[src/design/assert_macros.svh]
// Assertion macros shared by the voice allocator RTL.
// Each macro expands to one labeled concurrent assertion that reports by $error.
`ifndef ASSERT_MACROS_SVH
`define ASSERT_MACROS_SVH

// Check an expression at every clock edge outside reset
`define SVA_ALWAYS(lbl, clk, rstn, expr, msg) \
    lbl: assert property (@(posedge clk) disable iff (!rstn) (expr)) \
        else $error(msg);

// Check a consequent in the same cycle as its antecedent
`define SVA_IMPLIES(lbl, clk, rstn, ante, cons, msg) \
    lbl: assert property (@(posedge clk) disable iff (!rstn) (ante) |-> (cons)) \
        else $error(msg);

// Check a consequent in the cycle after its antecedent
`define SVA_NEXT(lbl, clk, rstn, ante, cons, msg) \
    lbl: assert property (@(posedge clk) disable iff (!rstn) (ante) |=> (cons)) \
        else $error(msg);

`endif

[src/design/sva_pkg.sv]
// Shared types, codes and constants of the voice allocator.
// Used by sva_cell, sva_ctrl and synth_voice_allocator; depends on nothing.
`timescale 1ns / 1ps

package sva_pkg;

    // Field widths
    localparam int VOICE_W = 5;
    localparam int STAMP_W = 32;
    localparam int NOTE_W  = 7;
    localparam int VNOTE_W = 8;
    localparam int CH_W    = 4;
    localparam int VEL_W   = 7;
    localparam int PL_W    = 6;
    localparam int LEVEL_W = 7;
    localparam int LP_W    = 2;
    localparam int CFG_W   = 5;

    localparam int DEF_NUM_VOICES = 18;

    // Reset values
    localparam logic [VNOTE_W-1:0] NOTE_FREE       = 8'hFF;
    localparam logic [STAMP_W-1:0] VOICE_STAMP_RST = 32'd1;
    localparam logic [STAMP_W-1:0] CUR_STAMP_RST   = 32'd2;
    localparam logic [CFG_W-1:0]   CFG_RST         = 5'd18;

    // Drum channel and its valid key range
    localparam logic [CH_W-1:0]   DRUM_CH    = 4'd9;
    localparam int                DRUM_COUNT = 47;
    localparam logic [NOTE_W-1:0] DRUM_LOW   = 7'd35;
    localparam logic [NOTE_W-1:0] DRUM_END   = NOTE_W'(35 + DRUM_COUNT);

    // Level scaling: frac = floor(v * 16384 / 25) through a reciprocal
    localparam logic [VEL_W-1:0]   VEL_MAX     = 7'd100;
    localparam logic [LEVEL_W-1:0] LEVEL_FULL  = 7'd64;
    localparam int                 T_W         = 21;
    localparam int                 T_SHIFT     = 14;
    localparam int                 RECIP_W     = 26;
    localparam logic [RECIP_W-1:0] FRAC_MUL    = 26'd42949673;
    localparam int                 FRAC_SHIFT  = 30;
    localparam int                 FRAC_W      = 17;
    localparam int                 FPROD_W     = T_W + RECIP_W;
    localparam int                 LPROD_W     = LEVEL_W + FRAC_W;
    localparam int                 LEVEL_SHIFT = 16;

    typedef enum logic [1:0] {
        FUNC_NOTE_ON,
        FUNC_NOTE_OFF,
        FUNC_PROGRAM,
        FUNC_ALL_OFF
    } func_t;

    typedef enum logic [1:0] {
        TOK_MIN,
        TOK_REL,
        TOK_OFF
    } tok_op_t;

    typedef enum logic [LP_W-1:0] {
        LP_NONE,
        LP_CHANNEL,
        LP_DRUM
    } lp_t;

    typedef enum logic {
        ACT_KEY_OFF,
        ACT_KEY_ON
    } action_t;

    typedef enum logic [2:0] {
        ST_IDLE,
        ST_START,
        ST_SCAN,
        ST_STEAL,
        ST_WRITE,
        ST_FLUSH
    } state_t;

    // Token that travels down the cell chain, one cell per cycle unless the chain is stalled
    typedef struct packed {
        logic                valid;
        tok_op_t             op;
        logic                key_valid;
        logic [CH_W-1:0]     key_ch;
        logic [NOTE_W-1:0]   key_note;
        logic [STAMP_W-1:0]  stamp;
        logic                free_found;
        logic [STAMP_W-1:0]  free_stamp;
        logic [VOICE_W-1:0]  free_idx;
        logic [CH_W-1:0]     free_ch;
        logic                free_rel;
        logic                any_found;
        logic [STAMP_W-1:0]  any_stamp;
        logic [VOICE_W-1:0]  any_idx;
        logic [CH_W-1:0]     any_ch;
        logic                any_rel;
        logic                next_found;
        logic [CH_W-1:0]     next_ch;
        logic [NOTE_W-1:0]   next_note;
    } tok_t;

    // Commands sent to all cells at once while no token is in flight
    typedef struct packed {
        logic                wr_valid;
        logic [VOICE_W-1:0]  wr_idx;
        logic [NOTE_W-1:0]   wr_note;
        logic [CH_W-1:0]     wr_ch;
        logic [STAMP_W-1:0]  wr_stamp;
        logic                wr_reload;
        logic                rl_valid;
        logic                rl_all;
        logic [CH_W-1:0]     rl_ch;
    } bcast_t;

    // One result item
    typedef struct packed {
        action_t             action;
        logic [VOICE_W-1:0]  voice;
        logic [NOTE_W-1:0]   note;
        logic [LEVEL_W-1:0]  level;
        lp_t                 lp;
    } res_t;

endpackage

[src/design/sva_cell.sv]
// One voice cell: holds note, channel, stamp and reload mark of a voice,
// and updates the token passing through it. Depends on sva_pkg.
`timescale 1ns / 1ps

module sva_cell #(
    parameter int CELL_IDX = 0
) (
    input  logic            clk,
    input  logic            rst_n,
    input  logic            en,
    input  logic            adv,
    input  sva_pkg::tok_t   tok_in,
    output sva_pkg::tok_t   tok_out,
    input  sva_pkg::bcast_t bc,
    output logic            emit
);
    import sva_pkg::*;

    localparam logic [VOICE_W-1:0] MY_IDX = VOICE_W'(CELL_IDX);

    logic [VNOTE_W-1:0] note_reg;
    logic [CH_W-1:0]    ch_reg;
    logic [STAMP_W-1:0] stamp_reg;
    logic               reload_reg;
    tok_t               tok_reg;
    tok_t               tok_next;
    logic               is_free;
    logic               key_hit;

    assign is_free = note_reg[VNOTE_W-1];

    // Match the released key against this voice
    assign key_hit = en && tok_in.valid
                     && (tok_in.op == TOK_REL || (tok_in.op == TOK_OFF && tok_in.key_valid))
                     && ch_reg == tok_in.key_ch
                     && note_reg == {1'b0, tok_in.key_note};
    assign emit = key_hit;

    // Fold this voice into the passing token
    always_comb
    begin
        tok_next = tok_in;
        if (en && tok_in.valid)
        begin
            case (tok_in.op)
                TOK_MIN:
                begin
                    if (is_free && (!tok_in.free_found || stamp_reg < tok_in.free_stamp))
                    begin
                        tok_next.free_found = 1'b1;
                        tok_next.free_stamp = stamp_reg;
                        tok_next.free_idx   = MY_IDX;
                        tok_next.free_ch    = ch_reg;
                        tok_next.free_rel   = reload_reg;
                    end
                    if (!tok_in.any_found || stamp_reg < tok_in.any_stamp)
                    begin
                        tok_next.any_found = 1'b1;
                        tok_next.any_stamp = stamp_reg;
                        tok_next.any_idx   = MY_IDX;
                        tok_next.any_ch    = ch_reg;
                        tok_next.any_rel   = reload_reg;
                    end
                end
                TOK_REL:
                begin
                    if (key_hit)
                        tok_next.stamp = tok_in.stamp + 1'b1;
                end
                TOK_OFF:
                begin
                    if (key_hit)
                        tok_next.stamp = tok_in.stamp + 1'b1;
                    else if (!is_free && !tok_in.next_found)
                    begin
                        tok_next.next_found = 1'b1;
                        tok_next.next_ch    = ch_reg;
                        tok_next.next_note  = note_reg[NOTE_W-1:0];
                    end
                end
                default:
                begin
                    tok_next = tok_in;
                end
            endcase
        end
    end

    // Advance the token to the next cell
    always_ff @(posedge clk or negedge rst_n)
    begin
        if (!rst_n)
            tok_reg <= '0;
        else if (adv)
            tok_reg <= tok_next;
    end

    assign tok_out = tok_reg;

    // Update the voice state on release, write and reload marks
    always_ff @(posedge clk or negedge rst_n)
    begin
        if (!rst_n)
        begin
            note_reg   <= NOTE_FREE;
            ch_reg     <= '0;
            stamp_reg  <= VOICE_STAMP_RST;
            reload_reg <= 1'b0;
        end
        else
        begin
            if (adv && key_hit)
            begin
                note_reg  <= NOTE_FREE;
                stamp_reg <= tok_in.stamp;
            end
            if (bc.wr_valid && bc.wr_idx == MY_IDX)
            begin
                note_reg   <= {1'b0, bc.wr_note};
                ch_reg     <= bc.wr_ch;
                stamp_reg  <= bc.wr_stamp;
                reload_reg <= bc.wr_reload;
            end
            if (bc.rl_valid && en && (bc.rl_all || ch_reg == bc.rl_ch))
                reload_reg <= 1'b1;
        end
    end

endmodule

[config.mk]
export PLATFORM = sky130hd
export DESIGN_NAME = sva_cell
export DESIGN_NICKNAME = d
export VERILOG_FILES = /design/src/design/assert_macros.svh /design/src/design/sva_pkg.sv /design/src/design/sva_cell.sv
export SDC_FILE = /design/constraint.sdc
export NUM_CORES = 1
export LEC_CHECK = 0
export BUFFER_PORTS_ARGS = -buffer_cell sky130_fd_sc_hd__buf_4
export CAP_MARGIN = 10
export CORE_ASPECT_RATIO = 0.75
export CORE_MARGIN = 5
export CORE_UTILIZATION = 45
export DETAILED_ROUTE_END_ITERATION = 10
export GPL_ROUTABILITY_DRIVEN = 0
export PLACE_DENSITY = 0.75
export SYNTH_ARGS = -nofsm -noshare
export SYNTH_HDL_FRONTEND = slang
export SYNTH_SLANG_ARGS = --single-unit
[constraint.sdc]
create_clock -name clk -period 2.52 [get_ports clk]
set_clock_uncertainty 0.05 [all_clocks]
set_input_delay 0.252 -clock clk [delete_from_list [all_inputs] [get_ports clk]]
set_output_delay 0.252 -clock clk [all_outputs]
set_load 0.05 [all_outputs]
After elaboration in Yosys (flattened, before gate mapping)
Index checks and enable logic that the tools add are counted. Widths: inputs -> output; s select.

$add $sub $neg: 1. Reduce and logical (&&, ||, !) cells: 24. Muxes and demuxes: 15. Equality and inequality tests: 5. Magnitude comparators: 2.

Operators with widths (number): $mux 130 (1); $mux 32 (4); $mux 43 (2); $mux 86 (1); $lt 32x32->1 (2); $mux 12 (3); $add 32x1->32 const B (1); $mux 8 (2); $logic_and 1x1->1 (11); $eq 4x4->1 (2); $eq 8x7->1 (1); $logic_not 5->1 (1); $logic_not 1->1 (4); $logic_or 1x1->1 (4); $reduce_bool 2->1 (2); $eq 2x1->1 const B (1); $eq 2x2->1 const B (1); $logic_not 2->1 (1); $mux 1 (2); $reduce_or 2->1 (1).

Output and inout bits: 146. Flip-flop bits (word level): 190. Logic and storage cells: 70. Input bits: 205.

Longest topological paths before layout
Depth after elaboration: 9. Gate-level depth with buffers: 10.

Worst setup path before layout
Ideal clock, no wire load.

Path kind: reg-to-reg. Start point: register stamp_reg[15]. End point: register tok_reg (netlist bit tok_out[55]). Path buffers: 2. Path slack: 0.012 ns. Setup time: 0.077 ns. Arrival time: 2.381 ns. Stages on the path, launching flop included: 10. Path through: dfrtp_1 ha_1 nand4_1 or2_2 o41ai_1 o31a_1 buf_2 clkbuf_1 o21ai_0 a21oi_1.

Cells in the longest elaborated chain, start to end: 6.

RTL lines: start, declared (RTL line sva_cell.sv:23) `logic [STAMP_W-1:0] stamp_reg;`; start signal, assigned (RTL line sva_cell.sv:115) `stamp_reg <= tok_in.stamp;`; start signal, assigned (RTL line sva_cell.sv:121) `stamp_reg <= bc.wr_stamp;`; $lt 32x32->1 (RTL line sva_cell.sv:48) `if (is_free && (!tok_in.free_found || stamp_reg < tok_in.free_stamp))`; $logic_or 1x1->1 (RTL line sva_cell.sv:48); $logic_and 1x1->1 (RTL line sva_cell.sv:48); $mux 43 (RTL line sva_cell.sv:48); $mux 86 (RTL line sva_cell.sv:45) `case (tok_in.op)`; $mux 130 (RTL line sva_cell.sv:43) `if (en && tok_in.valid)`; end signal, assigned (RTL line sva_cell.sv:95) `tok_reg <= tok_next;`; end, declared (RTL line sva_cell.sv:25) `tok_t tok_reg;`.

No other way between the ends. A chain may end at the register's enable or synchronous reset.

Worst setup path after layout
Start point: register stamp_reg[3]. End point: register tok_reg (netlist bit tok_out[76]).

Same word-level chain as after synthesis.

==> impl_summary.md <==
Run status
The flow ran to the end, and the final reports show no timing, DRC or antenna violations.

Yosys
The number of enable-type register cells in the synthesized netlist is 0. The cell count after synthesis came out at 1,295. The top cell type by area accounts for 40.7% of the synthesized area. In this run, synthesis produced a sequential element count of 190. The most frequently used flop master after synthesis is dfrtp_1. Sequential elements use 42.8% of the synthesized area. The yosys synthesis warning count is 0. The fraction of registers with async set/reset is 100%. Counting every net in the synthesized netlist gives 1,566. By area the synthesized netlist is led by dfrtp_1, a31oi_1, ha_1, a21oi_1, nor2_1. The largest total area in the synthesized netlist belongs to dfrtp_1.

A synthesized cell averages 8.60 sq um. Synthesis instantiated 55 different standard cells from the library. The synthesized netlist occupies a cell area of 0.0111 sq mm.

Drt
The wire length on met3 is 4.48 mm. For this block, the initial DRC count from the detailed router was 1,082. The total met2 wirelength after detailed routing is 20.9 mm. In this run the top signal layer used is met4. The final layout contains routed wiring with a total length of 44.0 mm. In this run the remaining antenna-violating nets after routing total 0.

The via count of the routed design is 11.8k. The met1 wire length is 17.6 mm. After detailed routing, the number of vias per cell comes to 5.85. The routed wirelength normalized by instance count is 21.8 microns.

The DRC violation count after routing is 0. The number of iterations in the first detailed-routing pass is 8.

Timing
The count of pins over their slew limit is 0. The number of hold violations in the final report is 0. The total of endpoints with negative setup slack in the final report is 0. In this run the tightest slew margin relative to its limit is 52.8%.

The share of the clock period used by the worst path is 99.1%. Derived from the worst setup path, the maximum achievable clock frequency is 400 MHz. At the pin with the least slew margin, the transition time is 0.706 ns.

The worst path in the final design needs a cycle of 2.50 ns, including I/O delays and setup. The worst hold margin is 0.0190 ns.

Global route
The via count of the first global-routing pass is 11.7k. The maximum number of pins on one net before global-route repair is 115. The first global-routing pass estimated 65.9 mm of wire. The combined global-route utilization of all metal layers is 29.7%.

The number of antenna violations at the first check in global routing is 0. The overflow left after global routing is 0.

Worst setup path
The end of the worst register-to-register path is tok_out[76]$_DFFE_PN0P_. The most numerous cell type found on the critical path is buf_4. The launching point of the worst reg2reg path is stamp_reg[3]$_DFFE_PN0P_.

The worst setup path is captured at a flop. The worst setup path startpoint is stamp_reg[3]$_DFFE_PN0P_. The required arrival time at the worst endpoint is 2.79 ns. The category of cells accounting for the largest share of critical-path delay is compound AO/OA/AOI/OAI gates. Among all stages on the critical path, the largest delay is contributed by dfrtp_2. The number of buffer and inverter instances along the worst setup path is 4. The delay of the slowest cell on the worst path is 0.44 ns. Counting buffers and inverters, the worst setup path is 10 cells deep. The depth of the worst register-to-register path is 10. The highest net fanout along the worst path is 7. The critical path startpoint category is a flop.

In this run the register-to-register setup slack is 0.02 ns. The arrival time of data at the critical path endpoint is 2.77 ns. The class of the most critical setup path is reg2reg. The signal on the critical path passes through ha_1, a2111oi_4, buf_4, o41ai_4, buf_4, o31a_4, buf_6, clkbuf_16, o21ai_0, a21oi_1.

Worst hold path
The startpoint identified for the worst hold timing path is tok_in[21]. The type of the tightest min-delay check is in2reg. The worst hold path was traced through 3 stages. The worst hold path endpoint is tok_out[21]$_DFFE_PN0P_.

Floorplan
After floorplanning, the core was sized to cover 0.0242 sq mm. In this run the core area contains 49 standard-cell rows. The die extent in x is 192 microns. The die is 146 microns tall. The initial utilization of the core area, before any placement, comes to 46.1%.

The floorplan step defined a die boundary enclosing 0.0280 sq mm. 351 I/O pins were placed.

Layout
After the last flow step, the layout net total stands at 1,945. After the flow finishes, the layout carries non-filler instances totaling 2,018. The register with the most flip-flops in the layout has 145 of them. The number of antenna diodes in the final layout is 0. The signed area change from the synthesized netlist to the final layout is 42.5%. The library cell used most frequently in the layout, excluding fill and tap cells, is buf_4. The post-route netlist has 32.2% of its cells at a drive strength greater than 1. Leaving out fill and tap cells, the most frequent cells in the layout are buf_4, nor2_1, dfrtp_1.

CTS
CTS built an H-tree with a depth of 4. The clock tree root driver cell is clkbuf_16. The clock tree from TritonCTS is yes. The number of buffers on the longest clock path is 2. The clock buffer count from CTS is 17. The clock latency on the worst-skew pair is 0.44 ns. After clock tree synthesis, the clock-pin slew on the worst setup and hold paths is 0.07 ns. The clock net in this run drives a total of 190 sinks.

Placement
Buffers placed on the I/O ports in this run total 350. The placed wire-length estimate is 31.6 mm. In this run, placement finished with an instance count of 1,946.

Pwr
The power per cell area is 648 mW/mm^2. The static leakage is 7.17 nW. The maximum vdd ir drop is 0.000484 V. Power comes to 10.3 mW.

Run
The tool flagged a number of max-cap violations equal to 0.
## worst min-delay path: stages
cell,delay (ns)
buf_4,0.11
nand2_1,0.05
o2bb2ai_1,0.05
## how the worst max path moves through the flow
| stage | slack, ns | end |
|---|---|---|
| after global placement | -0.19 | tok_out[58]$_DFFE_PN0P_ |
| after floorplan | 0.01 | tok_out[55]$_DFFE_PN0P_ |
| after global routing | -0.04 | tok_out[69]$_DFFE_PN0P_ |
| after CTS | 0.01 | tok_out[88]$_DFFE_PN0P_ |
| after detailed placement | -0.27 | tok_out[62]$_DFFE_PN0P_ |
| final | 0.02 | tok_out[76]$_DFFE_PN0P_ |
## repair_timing
action | in CTS | in global routing
pin swaps | 2 | 13
setup endpoints to repair | 42 | 98
gates resized for setup | 12 | 53
hold buffers | 19 | 3
endpoints found under the hold margin | 79 | 3
gates cloned | 0 | 4
buffers inserted | 2 | 12
## cell type report
class                           instances  area, sq um
Clock buffer                           23          478
Tap cell                              331          414
Timing Repair Buffer                  455         3780
Clock inverter                          9          106
Multi-Input combinational cell        932         6020
Fill cell                            1949         8280
Sequential cell                       190         4780
Inverter                               78          293
## layer usage
metal,vias up,track usage (%)
met4,0,8.61
li1,5400,-
met3,89,8.64
met5,-,0
met1,5677,38.6
met2,641,48.3
## synthesized netlist by cell type (4+ instances only)
library cell and instances:
nand3_1 11, a31oi_1 149, and3_1 6, dfrtp_1 181
a21boi_0 8, xor2_1 5, ha_1 66, nand2_1 103
xnor2_1 37, nor4_1 22, o211ai_1 38, inv_1 78
or3_1 4, o21a_1 6, nand4_1 14, nor3_1 9
a21oi_1 142, nor2_1 177, mux2i_1 13, o2bb2ai_1 10
mux2_2 19, clkbuf_1 87, dfstp_2 9, o21ai_0 49
a21o_1 4
## report_power, final
part           internal [mW]  switching, mW  total [mW]
sequential              3.46          0.399        3.86
clock                   1.55           1.25        2.80
combinational           1.42           2.20        3.62
total                   6.43           3.85        10.3
## stage by stage
| step | area [sq um] | TNS, ns | setup slack [ns] | util, % |
|---|---|---|---|---|
| 2_1_floorplan | 11100 | 0 | 0.0117 | - |
| 3_5_place_dp | 14600 | -8.04 | -0.267 | 60.4 |
| 5_1_grt | 15900 | -0.263 | -0.0360 | 65.7 |
| 4_1_cts | 15400 | 0 | 0.0139 | 63.9 |
| 3_3_place_gp | 14600 | -2.84 | -0.185 | 60.4 |
| 6_report | 15900 | 0 | 0.0215 | 65.7 |
## cell families (layout without fill, tap and decap cells)
kind of cell             count (synthesis)  in the layout  synth area share (%)
AO/OA/AOI/OAI                          422            422                  22.7
AND/OR/NAND/NOR                        370            370                  14.8
flip-flops                             190            190                  42.8
buffers and inverters                  173            565                  5.97
adder cells (fa/ha/maj)                 66             66                  7.41
XOR/XNOR                                42             42                  3.30
multiplexers                            32             32                  3.09
(Power assumes the default switching activity.)
