File: config.mk
export PLATFORM = sky130hd
export DESIGN_NAME = sva_ctrl
export DESIGN_NICKNAME = d
export VERILOG_FILES = /design/src/design/sva_pkg.sv /design/src/design/sva_ctrl.sv
export VERILOG_INCLUDE_DIRS = /design/src /design/src/design
export SDC_FILE = /design/constraint.sdc
export NUM_CORES = 1
export LEC_CHECK = 0
export BUFFER_PORTS_ARGS = -buffer_cell sky130_fd_sc_hd__buf_2
export CORE_ASPECT_RATIO = 0.9
export CORE_MARGIN = 4
export CORE_UTILIZATION = 35
export CTS_BUF_LIST = sky130_fd_sc_hd__clkbuf_8
export DETAILED_ROUTE_END_ITERATION = 16
export HOLD_SLACK_MARGIN = 0.15
export SLEW_MARGIN = 20
export SYNTH_ARGS = -nofsm -noshare
export SYNTH_HDL_FRONTEND = slang
export SYNTH_SLANG_ARGS = --single-unit
File: constraint.sdc
create_clock -name clk -period 6.4 [get_ports clk]
set_input_delay 1.6 -clock clk [delete_from_list [all_inputs] [get_ports clk]]
set_output_delay 1.6 -clock clk [all_outputs]
set_load 0.02 [all_outputs]
File: src/design/assert_macros.svh
// Assertion macros shared by the voice allocator RTL.
// Each macro expands to one labeled concurrent assertion that reports by $error.
`ifndef ASSERT_MACROS_SVH
`define ASSERT_MACROS_SVH

// Check an expression at every clock edge outside reset
`define SVA_ALWAYS(lbl, clk, rstn, expr, msg) \
    lbl: assert property (@(posedge clk) disable iff (!rstn) (expr)) \
        else $error(msg);

// Check a consequent in the same cycle as its antecedent
`define SVA_IMPLIES(lbl, clk, rstn, ante, cons, msg) \
    lbl: assert property (@(posedge clk) disable iff (!rstn) (ante) |-> (cons)) \
        else $error(msg);

// Check a consequent in the cycle after its antecedent
`define SVA_NEXT(lbl, clk, rstn, ante, cons, msg) \
    lbl: assert property (@(posedge clk) disable iff (!rstn) (ante) |=> (cons)) \
        else $error(msg);

`endif

File: src/design/sva_pkg.sv
// Shared types, codes and constants of the voice allocator.
// Used by sva_cell, sva_ctrl and synth_voice_allocator; depends on nothing.
`timescale 1ns / 1ps

package sva_pkg;

    // Field widths
    localparam int VOICE_W = 5;
    localparam int STAMP_W = 32;
    localparam int NOTE_W  = 7;
    localparam int VNOTE_W = 8;
    localparam int CH_W    = 4;
    localparam int VEL_W   = 7;
    localparam int PL_W    = 6;
    localparam int LEVEL_W = 7;
    localparam int LP_W    = 2;
    localparam int CFG_W   = 5;

    localparam int DEF_NUM_VOICES = 18;

    // Reset values
    localparam logic [VNOTE_W-1:0] NOTE_FREE       = 8'hFF;
    localparam logic [STAMP_W-1:0] VOICE_STAMP_RST = 32'd1;
    localparam logic [STAMP_W-1:0] CUR_STAMP_RST   = 32'd2;
    localparam logic [CFG_W-1:0]   CFG_RST         = 5'd18;

    // Drum channel and its valid key range
    localparam logic [CH_W-1:0]   DRUM_CH    = 4'd9;
    localparam int                DRUM_COUNT = 47;
    localparam logic [NOTE_W-1:0] DRUM_LOW   = 7'd35;
    localparam logic [NOTE_W-1:0] DRUM_END   = NOTE_W'(35 + DRUM_COUNT);

    // Level scaling: frac = floor(v * 16384 / 25) through a reciprocal
    localparam logic [VEL_W-1:0]   VEL_MAX     = 7'd100;
    localparam logic [LEVEL_W-1:0] LEVEL_FULL  = 7'd64;
    localparam int                 T_W         = 21;
    localparam int                 T_SHIFT     = 14;
    localparam int                 RECIP_W     = 26;
    localparam logic [RECIP_W-1:0] FRAC_MUL    = 26'd42949673;
    localparam int                 FRAC_SHIFT  = 30;
    localparam int                 FRAC_W      = 17;
    localparam int                 FPROD_W     = T_W + RECIP_W;
    localparam int                 LPROD_W     = LEVEL_W + FRAC_W;
    localparam int                 LEVEL_SHIFT = 16;

    typedef enum logic [1:0] {
        FUNC_NOTE_ON,
        FUNC_NOTE_OFF,
        FUNC_PROGRAM,
        FUNC_ALL_OFF
    } func_t;

    typedef enum logic [1:0] {
        TOK_MIN,
        TOK_REL,
        TOK_OFF
    } tok_op_t;

    typedef enum logic [LP_W-1:0] {
        LP_NONE,
        LP_CHANNEL,
        LP_DRUM
    } lp_t;

    typedef enum logic {
        ACT_KEY_OFF,
        ACT_KEY_ON
    } action_t;

    typedef enum logic [2:0] {
        ST_IDLE,
        ST_START,
        ST_SCAN,
        ST_STEAL,
        ST_WRITE,
        ST_FLUSH
    } state_t;

    // Token that travels down the cell chain, one cell per cycle unless the chain is stalled
    typedef struct packed {
        logic                valid;
        tok_op_t             op;
        logic                key_valid;
        logic [CH_W-1:0]     key_ch;
        logic [NOTE_W-1:0]   key_note;
        logic [STAMP_W-1:0]  stamp;
        logic                free_found;
        logic [STAMP_W-1:0]  free_stamp;
        logic [VOICE_W-1:0]  free_idx;
        logic [CH_W-1:0]     free_ch;
        logic                free_rel;
        logic                any_found;
        logic [STAMP_W-1:0]  any_stamp;
        logic [VOICE_W-1:0]  any_idx;
        logic [CH_W-1:0]     any_ch;
        logic                any_rel;
        logic                next_found;
        logic [CH_W-1:0]     next_ch;
        logic [NOTE_W-1:0]   next_note;
    } tok_t;

    // Commands sent to all cells at once while no token is in flight
    typedef struct packed {
        logic                wr_valid;
        logic [VOICE_W-1:0]  wr_idx;
        logic [NOTE_W-1:0]   wr_note;
        logic [CH_W-1:0]     wr_ch;
        logic [STAMP_W-1:0]  wr_stamp;
        logic                wr_reload;
        logic                rl_valid;
        logic                rl_all;
        logic [CH_W-1:0]     rl_ch;
    } bcast_t;

    // One result item
    typedef struct packed {
        action_t             action;
        logic [VOICE_W-1:0]  voice;
        logic [NOTE_W-1:0]   note;
        logic [LEVEL_W-1:0]  level;
        lp_t                 lp;
    } res_t;

endpackage

File: src/design/sva_ctrl.sv
// Sequencer of the voice allocator: request intake, config register, level
// scaling, token launch and the output stage. Depends on sva_pkg and assert_macros.svh.
`timescale 1ns / 1ps
`include "assert_macros.svh"

module sva_ctrl #(
    parameter int NUM_VOICES = sva_pkg::DEF_NUM_VOICES
) (
    input  logic                    clk,
    input  logic                    rst_n,
    input  logic                    s_tvalid,
    output logic                    s_tready,
    input  logic [23:0]             s_tdata,
    input  logic [1:0]              s_tuser,
    output logic                    m_tvalid,
    input  logic                    m_tready,
    output logic [23:0]             m_tdata,
    output logic [0:0]              m_tuser,
    output logic                    m_tlast,
    input  logic                    cfg_valid,
    output logic                    cfg_ready,
    input  logic [sva_pkg::CFG_W-1:0] cfg_data,
    output sva_pkg::tok_t           launch,
    input  sva_pkg::tok_t           ret,
    output logic                    adv,
    input  logic [NUM_VOICES-1:0]   emit,
    output logic [NUM_VOICES-1:0]   en_mask,
    output sva_pkg::bcast_t         bc
);
    import sva_pkg::*;

    localparam int CNT_W = $clog2(NUM_VOICES + 1);

    state_t              state_reg;
    state_t              state_next;
    logic [CFG_W-1:0]    cfg_reg;
    logic [CNT_W-1:0]    n_act;

    func_t               func_reg;
    logic [CH_W-1:0]     ch_reg;
    logic [NOTE_W-1:0]   note_reg;
    logic [VEL_W-1:0]    vel_reg;
    logic [PL_W-1:0]     pl_reg;

    logic [VEL_W-1:0]    vel_sat;
    logic [FPROD_W-1:0]  frac_prod;
    logic [FRAC_W-1:0]   frac_reg;
    logic [LEVEL_W-1:0]  atten;
    logic [LPROD_W-1:0]  level_prod;
    logic [LEVEL_W-1:0]  level_reg;

    logic [STAMP_W-1:0]  cur_stamp_reg;
    logic                cur_inc;
    logic [VOICE_W-1:0]  sel_idx_reg;
    logic [CH_W-1:0]     sel_ch_reg;
    logic                sel_rel_reg;
    logic                sel_load;

    tok_t                launch_reg;
    tok_t                launch_val;
    logic                launch_go;

    logic                drum;
    logic                drum_bad;
    logic                emit_any;
    logic [VOICE_W-1:0]  emit_idx;

    logic                out_free;
    logic                can_push;
    logic                cell_push;
    logic                ctl_push;
    res_t                ctl_res;
    logic                push;
    res_t                push_res;
    logic                flush;
    logic                out_load;

    logic                pend_valid_reg;
    logic                pend_valid_next;
    res_t                pend_res_reg;
    logic                out_valid_reg;
    logic                out_valid_next;
    res_t                out_res_reg;
    logic                out_last_reg;

    // Configuration register, always ready
    assign cfg_ready = 1'b1;

    always_ff @(posedge clk or negedge rst_n)
    begin
        if (!rst_n)
            cfg_reg <= CFG_RST;
        else if (cfg_valid && cfg_ready)
            cfg_reg <= cfg_data;
    end

    // Clamp the voice count and mark the cells in use
    always_comb
    begin
        if (cfg_reg == '0)
            n_act = CNT_W'(1);
        else if (int'(cfg_reg) > NUM_VOICES)
            n_act = CNT_W'(NUM_VOICES);
        else
            n_act = CNT_W'(cfg_reg);
        for (int i = 0; i < NUM_VOICES; i++)
            en_mask[i] = CNT_W'(i) < n_act;
    end

    // Hold the accepted request
    always_ff @(posedge clk)
    begin
        if (s_tvalid && s_tready)
        begin
            func_reg <= func_t'(s_tuser);
            ch_reg   <= s_tdata[3:0];
            note_reg <= s_tdata[10:4];
            vel_reg  <= s_tdata[17:11];
            pl_reg   <= s_tdata[23:18];
        end
    end

    // Scale level: frac by reciprocal multiply, then by (64 - attenuation)
    assign vel_sat    = (vel_reg > VEL_MAX) ? VEL_MAX : vel_reg;
    assign frac_prod  = FPROD_W'({vel_sat, {T_SHIFT{1'b0}}}) * FPROD_W'(FRAC_MUL);
    assign atten      = LEVEL_FULL - {1'b0, pl_reg};
    assign level_prod = LPROD_W'(atten) * LPROD_W'(frac_reg);

    always_ff @(posedge clk)
    begin
        frac_reg  <= frac_prod[FRAC_SHIFT +: FRAC_W];
        level_reg <= level_prod[LEVEL_SHIFT +: LEVEL_W];
    end

    assign drum     = ch_reg == DRUM_CH;
    assign drum_bad = drum && (note_reg < DRUM_LOW || note_reg >= DRUM_END);

    // Encode the emitting cell; at most one holds the token
    always_comb
    begin
        emit_idx = '0;
        for (int i = 0; i < NUM_VOICES; i++)
            if (emit[i])
                emit_idx = emit_idx | VOICE_W'(i);
    end
    assign emit_any = |emit;

    // Output stage flow
    assign out_free  = !out_valid_reg || m_tready;
    assign can_push  = !pend_valid_reg || out_free;
    assign adv       = !(emit_any && !can_push);
    assign cell_push = emit_any && can_push;

    // Next state
    always_comb
    begin
        state_next = state_reg;
        case (state_reg)
            ST_IDLE:
                if (s_tvalid)
                    state_next = ST_START;
            ST_START:
                if ((func_reg == FUNC_NOTE_ON && vel_reg != '0 && drum_bad)
                    || func_reg == FUNC_PROGRAM)
                    state_next = ST_FLUSH;
                else
                    state_next = ST_SCAN;
            ST_SCAN:
                if (ret.valid)
                begin
                    if (ret.op == TOK_MIN)
                        state_next = ret.free_found ? ST_WRITE : ST_STEAL;
                    else if (ret.op == TOK_OFF && ret.next_found)
                        state_next = ST_SCAN;
                    else
                        state_next = ST_FLUSH;
                end
            ST_STEAL:
                if (can_push)
                    state_next = ST_WRITE;
            ST_WRITE:
                if (level_reg == '0 || can_push)
                    state_next = ST_FLUSH;
            ST_FLUSH:
                if (!pend_valid_reg || out_free)
                    state_next = ST_IDLE;
            default:
                state_next = ST_IDLE;
        endcase
    end

    // State outputs
    always_comb
    begin
        s_tready   = state_reg == ST_IDLE;
        launch_go  = 1'b0;
        launch_val = '0;
        launch_val.valid = 1'b1;
        launch_val.stamp = cur_stamp_reg;
        bc         = '0;
        ctl_push   = 1'b0;
        ctl_res    = '0;
        flush      = 1'b0;
        cur_inc    = 1'b0;
        sel_load   = 1'b0;
        case (state_reg)
            ST_START:
            begin
                case (func_reg)
                    FUNC_NOTE_ON:
                    begin
                        if (vel_reg == '0)
                        begin
                            launch_go            = 1'b1;
                            launch_val.op        = TOK_REL;
                            launch_val.key_valid = 1'b1;
                            launch_val.key_ch    = ch_reg;
                            launch_val.key_note  = note_reg;
                        end
                        else if (!drum_bad)
                        begin
                            launch_go     = 1'b1;
                            launch_val.op = TOK_MIN;
                        end
                    end
                    FUNC_NOTE_OFF:
                    begin
                        launch_go            = 1'b1;
                        launch_val.op        = TOK_REL;
                        launch_val.key_valid = 1'b1;
                        launch_val.key_ch    = ch_reg;
                        launch_val.key_note  = note_reg;
                    end
                    FUNC_PROGRAM:
                    begin
                        bc.rl_valid = 1'b1;
                        bc.rl_ch    = ch_reg;
                    end
                    FUNC_ALL_OFF:
                    begin
                        bc.rl_valid   = 1'b1;
                        bc.rl_all     = 1'b1;
                        launch_go     = 1'b1;
                        launch_val.op = TOK_OFF;
                    end
                    default:
                    begin
                        launch_go = 1'b0;
                    end
                endcase
            end
            ST_SCAN:
            begin
                if (ret.valid && ret.op == TOK_MIN)
                    sel_load = 1'b1;
                // Release the next key group with the stamp carried back
                if (ret.valid && ret.op == TOK_OFF && ret.next_found)
                begin
                    launch_go            = 1'b1;
                    launch_val.op        = TOK_OFF;
                    launch_val.key_valid = 1'b1;
                    launch_val.key_ch    = ret.next_ch;
                    launch_val.key_note  = ret.next_note;
                    launch_val.stamp     = ret.stamp;
                end
            end
            ST_STEAL:
            begin
                if (can_push)
                begin
                    ctl_push       = 1'b1;
                    ctl_res.action = ACT_KEY_OFF;
                    ctl_res.voice  = sel_idx_reg;
                    ctl_res.lp     = LP_NONE;
                    cur_inc        = 1'b1;
                end
            end
            ST_WRITE:
            begin
                if (level_reg != '0 && can_push)
                begin
                    ctl_push       = 1'b1;
                    ctl_res.action = ACT_KEY_ON;
                    ctl_res.voice  = sel_idx_reg;
                    ctl_res.note   = note_reg;
                    ctl_res.level  = level_reg;
                    if (drum)
                        ctl_res.lp = LP_DRUM;
                    else if (sel_ch_reg != ch_reg || sel_rel_reg)
                        ctl_res.lp = LP_CHANNEL;
                    else
                        ctl_res.lp = LP_NONE;
                    bc.wr_valid  = 1'b1;
                    bc.wr_idx    = sel_idx_reg;
                    bc.wr_note   = note_reg;
                    bc.wr_ch     = ch_reg;
                    bc.wr_stamp  = cur_stamp_reg;
                    bc.wr_reload = drum;
                    cur_inc      = 1'b1;
                end
            end
            ST_FLUSH:
            begin
                flush = pend_valid_reg && out_free;
            end
            default:
            begin
                flush = 1'b0;
            end
        endcase
    end

    always_ff @(posedge clk or negedge rst_n)
    begin
        if (!rst_n)
            state_reg <= ST_IDLE;
        else
            state_reg <= state_next;
    end

    // Running stamp: take it back from a release pass, or bump it
    always_ff @(posedge clk or negedge rst_n)
    begin
        if (!rst_n)
            cur_stamp_reg <= CUR_STAMP_RST;
        else if (state_reg == ST_SCAN && ret.valid && ret.op != TOK_MIN)
            cur_stamp_reg <= ret.stamp;
        else if (cur_inc)
            cur_stamp_reg <= cur_stamp_reg + 1'b1;
    end

    // Hold the chosen voice of a note-on
    always_ff @(posedge clk)
    begin
        if (sel_load)
        begin
            sel_idx_reg <= ret.free_found ? ret.free_idx : ret.any_idx;
            sel_ch_reg  <= ret.free_found ? ret.free_ch  : ret.any_ch;
            sel_rel_reg <= ret.free_found ? ret.free_rel : ret.any_rel;
        end
    end

    // Launch slot ahead of the first cell
    always_ff @(posedge clk or negedge rst_n)
    begin
        if (!rst_n)
            launch_reg <= '0;
        else if (launch_go)
            launch_reg <= launch_val;
        else if (adv)
            launch_reg.valid <= 1'b0;
    end

    assign launch = launch_reg;

    // Result source: a releasing cell or the sequencer
    always_comb
    begin
        push     = cell_push || ctl_push;
        push_res = ctl_res;
        if (cell_push)
        begin
            push_res        = '0;
            push_res.action = ACT_KEY_OFF;
            push_res.voice  = emit_idx;
            push_res.lp     = LP_NONE;
        end
    end

    // Pending slot holds the newest result until its last flag is known
    assign out_load        = (push && pend_valid_reg) || flush;
    assign pend_valid_next = push ? 1'b1 : (flush ? 1'b0 : pend_valid_reg);
    assign out_valid_next  = out_load ? 1'b1 : (m_tready ? 1'b0 : out_valid_reg);

    always_ff @(posedge clk or negedge rst_n)
    begin
        if (!rst_n)
        begin
            pend_valid_reg <= 1'b0;
            out_valid_reg  <= 1'b0;
        end
        else
        begin
            pend_valid_reg <= pend_valid_next;
            out_valid_reg  <= out_valid_next;
        end
    end

    always_ff @(posedge clk)
    begin
        if (push)
            pend_res_reg <= push_res;
        if (out_load)
        begin
            out_res_reg  <= pend_res_reg;
            out_last_reg <= flush;
        end
    end

    assign m_tvalid = out_valid_reg;
    assign m_tuser  = out_res_reg.action;
    assign m_tlast  = out_last_reg;
    assign m_tdata  = {3'b000, out_res_reg.lp, out_res_reg.level,
                       out_res_reg.note, out_res_reg.voice};

    `SVA_IMPLIES(a_idle_no_pend, clk, rst_n, state_reg == ST_IDLE, !pend_valid_reg, "result left pending in idle")
    `SVA_IMPLIES(a_emit_in_scan, clk, rst_n, emit_any, state_reg == ST_SCAN, "cell release outside a scan")
    `SVA_NEXT(a_flush_done, clk, rst_n, flush, state_reg == ST_IDLE && out_last_reg, "final result not closing the request")

endmodule

======== Word-level counts from Yosys, hierarchy flattened ========
Index checks and enable logic that the tools add are counted.
operators by class
  magnitude comparators ................... 22
  multiply operators ...................... 2
  muxes and demuxes ....................... 73
  equality and inequality tests ........... 17
  add/subtract/negate cells ............... 2
  bitwise operators ....................... 2
  reductions and logical operators ........ 45
operators with widths
  operator                 count
  $mux W50                 2
  $mux W32                 3
  $mux W46                 1
  $lt A4 B5 Y1 const A     8
  $mux W4                  10
  $mux W3                  13
  $mul A7 B26 Y33 const B  1
  $add A32 B1 Y32 const B  1
  $mux W5                  6
  $pmux W14 S2             1
  $pmux W12 S2             1
  $mul A7 B17 Y23          1
  $mux W22                 1
  $mux W21                 1
  $lt A3 B5 Y1 const A     4
  $mux W1                  20
  $pmux W3 S6              1
  $reduce_or A18 Y1        1
  $logic_and A1 B1 Y1      15
  $logic_not A7 Y1         2
  $mux W14                 1
  $reduce_bool A7 Y1       2
  $mux W12                 1
  $ne A2 B2 Y1 const B     6
  32 further kinds         60
word-level totals
  input port bits ......................... 199
  bits in registers ....................... 194

======== Logic depth before layout (Yosys ltp) ========
  depth in word-level cells ............... 18
  mapped depth ............................ 24
  mapped depth without buffers ............ 21

======== Least setup slack after synthesis ========
Ideal clock, no wire load.
  path type ............................... register to register
  from .................................... register pl_reg[0]
  to ...................................... register level_reg[5]
  data required time ...................... 6.273 ns
  clock period less this slack ............ 5.506 ns
  path slack .............................. 0.894 ns
  cell stages (with the launch flop) ...... 24
  path buffers ............................ 3
  arrival time ............................ 5.380 ns
  cell sequence ........................... edfxtp_1 -> buf_2 -> buf_1 -> inv_1 -> ha_1 -> nand2_1 -> nor3_1 -> clkbuf_1 -> nand2_1 -> fa_1 -> fa_1 -> inv_1 -> fa_1 -> inv_1 -> fa_1 -> inv_1 -> ha_1 -> a21o_1 -> a21o_1 -> a21oi_1 -> o32ai_1 -> a31oi_1 -> o21ai_0 -> xor2_1
on the way
  word-level cells in the longest chain between the ends .. 2
ends and longest elaborated chain
  element                 RTL line         source
  from (decl)             sva_ctrl.sv:43   logic [PL_W-1:0] pl_reg;
  from (signal assigned)  sva_ctrl.sv:119  pl_reg <= s_tdata[23:18];
  $sub A7 B6 Y7           sva_ctrl.sv:126  assign atten = LEVEL_FULL - {1'b0, pl_reg};
  $mul A7 B17 Y23         sva_ctrl.sv:127  assign level_prod = LPROD_W'(atten) * LPROD_W'(frac_reg);
  net level_prod[21]      sva_ctrl.sv:49   logic [LPROD_W-1:0] level_prod;
  to (signal assigned)    sva_ctrl.sv:132  level_reg <= level_prod[LEVEL_SHIFT +: LEVEL_W];
  to (decl)               sva_ctrl.sv:50   logic [LEVEL_W-1:0] level_reg;
The timed path passes the listed nets, and every way through them passes these cells.
A chain may end at the register's enable or synchronous reset.

======== Final worst setup path ========
Same ends and word-level chain as after synthesis.

==> metrics.md <==
| Metric | Value |
|---|---|
| Initial DRC count | 940 |
| Routed WL per cell | between 15 and 20 um |
| DRC viols | 0 |
| Hold Path Class | flip-flop to flip-flop |
| Max FFs per register | 47 |
| Final Setup Violations | 0 |
| CTS tree | done |
| Inst Count DP | approximately 2.5k |
| Vias in the first global route | about 12k |
| Total of max-cap violations | 0 |
| Worst setup EP type | flip-flop |
| Number of H-tree levels | 4 |
| Worst hold margin | roughly 0.43 ns |
| WP data arrival | slightly above 6 ns |
| Leading area contributor after synthesis | edfxtp_1 |
| Fraction of synthesized area in multiplexers | slightly above 3% |
| Final wirelength | ~43,000 um |
| # nets final | about 2.3k |
| Flops & latches, synth | approximately 190 |
| Final hold viol count | 0 |
| Crit path max fanout | 19 |
| FF/Latch Area | 5140 sq um |
| Area of the multi-input gates | around 9000 sq um |
| Cts hold-fix bufs | 0 |
| Count of input and output buffers | ~270 |
| Vias per cell | 4.92 |
| Sequential-to-total area share from yosys stat | roughly 33% |
| Clk_skew | 0.0285 ns |
| Synth Warn # | 0 |
| Hpwl dp | 33,900 um |
| Synth Area in Compound Gates | between 10% and 20% |
| Clock sinks | roughly 190 |
| Startpoint type of the worst setup path | flip-flop |
| Setup Buffers After CTS | 0 |
| Clock latency on the worst-skew pair | about 0.52 ns |
| Number of vias in the routed layout | approximately 12k |
| Max Transition Viols Final | 0 |
| Unrepaired setup endpoints after global routing | false |
| Post-synth EDFFs | 81 |
| Count leader, synth | nand2_1 |
| # IOs | about 450 |
| Number of fill cells in the layout | 4,413 |
| Simple-gate share of the synthesized area | roughly 16% |
| Netlist cell types | a little under 80 |
| Xor/xnor share of the synthesized area | 2.23% |
| Total CTS buffers | 17 |
| Rows | between 70 and 80 |
| Cell count after synthesis | approximately 1.7k |
| Core area | between 40,000 and 50,000 sq um |
| Post-synth top area share | ~15% |
| Initial Utilization | 35.5% |
| Synth Area in Adders | a little over a fifth |
| Antenna violations before repair | 6 |
| CTS root buf | clkbuf_8 |
| Synth Cell Area | roughly 16,000 sq um |
| DRT Pass-1 Iters | 6 |
| Die width | between 200 and 250 um |
| Worst Tran Pin Value | 1.08 ns |
| Ys async rst share | 45.9% |
| Final period utilization | between 80% and 90% |
| Full die area | 48,400 sq um |
| Crit path required time | about 6.8 ns |
| Synth-to-Final Area Change | 11.8% |
| RD Place Congestion | slightly below 0.9 |
| Largest family of logic cells by synthesized area | adder cells |
| CP Class | flip-flop to flip-flop |
| Max frequency | about 0.18 GHz |
| Avg Inst Size Synth | 9.52 sq um |
| Die extent in y | approximately 210 um |
| Longest Clk Path Bufs | 2 |
| Cts repair resizes | 0 |
| Antenna viol nets, final | 0 |
| Total congestion overflow | 0 |
| First-pass GRT wire length | ~67,000 um |
| Pin count of the biggest net entering global routing | 50 |
| Share of layout cells above drive strength 1 | between 10% and 20% |
| Fin Setup TNS | 0 ns |
| Status | finished, final reports clean |
| Main synth FF type | dfrtp_1 |
| Top post-synthesis cells by area | edfxtp_1 15%, dfrtp_1 14%, fa_1 12% |
| Commonest cells post-synth | 182 x nand2_1, 168 x inv_1, 116 x ha_1, 112 x buf_4, 98 x fa_1 |
| Max_slew headroom | roughly 28% |
| Period minus WS final | about 5.7 ns |
| Total GRT Usage | between 10% and 20% |
| Final std cells w/o fill | around 2.5k |
| Worst-path clk slew | approximately 0.1 ns |
metrics by stage:
stage / setup slack, ns / area, sq um / util (%)
2_1_floorplan: 0.894 / 16100 / -
3_3_place_gp: 0.814 / 17200 / 38.8
3_5_place_dp: 0.743 / 17200 / 38.8
4_1_cts: 0.750 / 17600 / 39.6
5_1_grt: 0.319 / 17600 / 39.7
6_report: 0.748 / 17600 / 39.7
kinds of logic after synthesis:
group                      count (synthesis)
and+or+nand+nor                          501
other                                      2
AOI/OAI and AO/OA                        307
muxes                                     47
DFF                                      194
buffers and inverters                    348
xor gates and xnor gates                  40
adders and majority gates                214
final timing paths:
path                                 startpoint            to  slack (ns)  cells past startpoint
worst max register to register        pl_reg[0]  level_reg[5]        0.75                     20
min in group asynchronous                 rst_n   launch[115]        1.09                      1
worst min-delay path            pend_res_reg[3]   m_tdata[13]        0.43                      0
max in group asynchronous                 rst_n   launch[127]        4.27                      2
worst max-delay path                  pl_reg[0]  level_reg[5]        0.75                     20
worst min register to register  pend_res_reg[3]   m_tdata[13]        0.43                      0
placed cells by master (no fill, tap or decap), types with 5 or more instances in the layout:
cell type | synthesis | routed
edfxtp_1 | 81 | 81
dfxtp_1 | 24 | 24
a21o_1 | 27 | 27
mux2_2 | 15 | 15
buf_2 | 15 | 266
a211oi_1 | 5 | 5
nor2b_1 | 6 | 6
xor2_1 | 20 | 20
a22oi_1 | 14 | 14
nand3_1 | 25 | 25
mux2i_1 | 32 | 32
ha_1 | 116 | 116
xnor2_1 | 20 | 20
and2_1 | 95 | 95
nand4_1 | 15 | 15
o31ai_1 | 5 | 5
nand2_1 | 182 | 182
o21ai_0 | 61 | 61
o211ai_1 | 7 | 7
dfrtp_1 | 86 | 86
clkbuf_8 | 0 | 18
a21oi_1 | 60 | 60
a221o_1 | 7 | 7
nand2b_1 | 7 | 7
and3_1 | 57 | 57
inv_1 | 168 | 171
o21bai_1 | 7 | 7
o21a_1 | 8 | 8
or2_2 | 5 | 5
nor3_1 | 20 | 18
buf_4 | 112 | 19
a31oi_1 | 18 | 18
nor3b_1 | 10 | 9
nor4_1 | 12 | 12
conb_1 | 2 | 103
o21ai_1 | 45 | 45
o311ai_0 | 8 | 8
fa_1 | 98 | 98
nor2_1 | 48 | 46
routing by layer:
layer / share of wire (%) / track usage (%) / wire, um
met1: 46 / 24.1 / 19500
met2: 47 / 27.4 / 20000
met3: 5.4 / 2.71 / 2290
met4: 2.3 / 5.35 / 988
met5: 0 / 0 / 0
area by class of cell:
type / count / share of cell area, %
diodes: 4 / 0.0569
clock buffers: 18 / 1.41
clock inverters: 14 / 0.619
inverters: 168 / 3.58
multi-input cells: 1212 / 52.3
flip-flops and latches: 194 / 29.2
well taps: 600 / 4.27
repair buffers: 286 / 8.54
worst max-delay path, stage by stage (launching register included):
cell and delay (ns):
edfxtp_1 0.76, inv_1 0.11, ha_1 0.23, nand2_1 0.10
xor2_1 0.15, buf_4 0.24, and2_1 0.17, fa_1 0.44
fa_1 0.52, fa_1 0.54, inv_1 0.05, fa_1 0.53
inv_1 0.04, ha_1 0.36, a21oi_1 0.23, o21ai_0 0.13
a22oi_1 0.21, o21ai_0 0.10, a31oi_1 0.31, o21ai_0 0.17
xor2_1 0.16
Power is left out: the tool's default activity adds up to more than one toggle a clock period on the data nets, which glitch-free logic cannot reach.
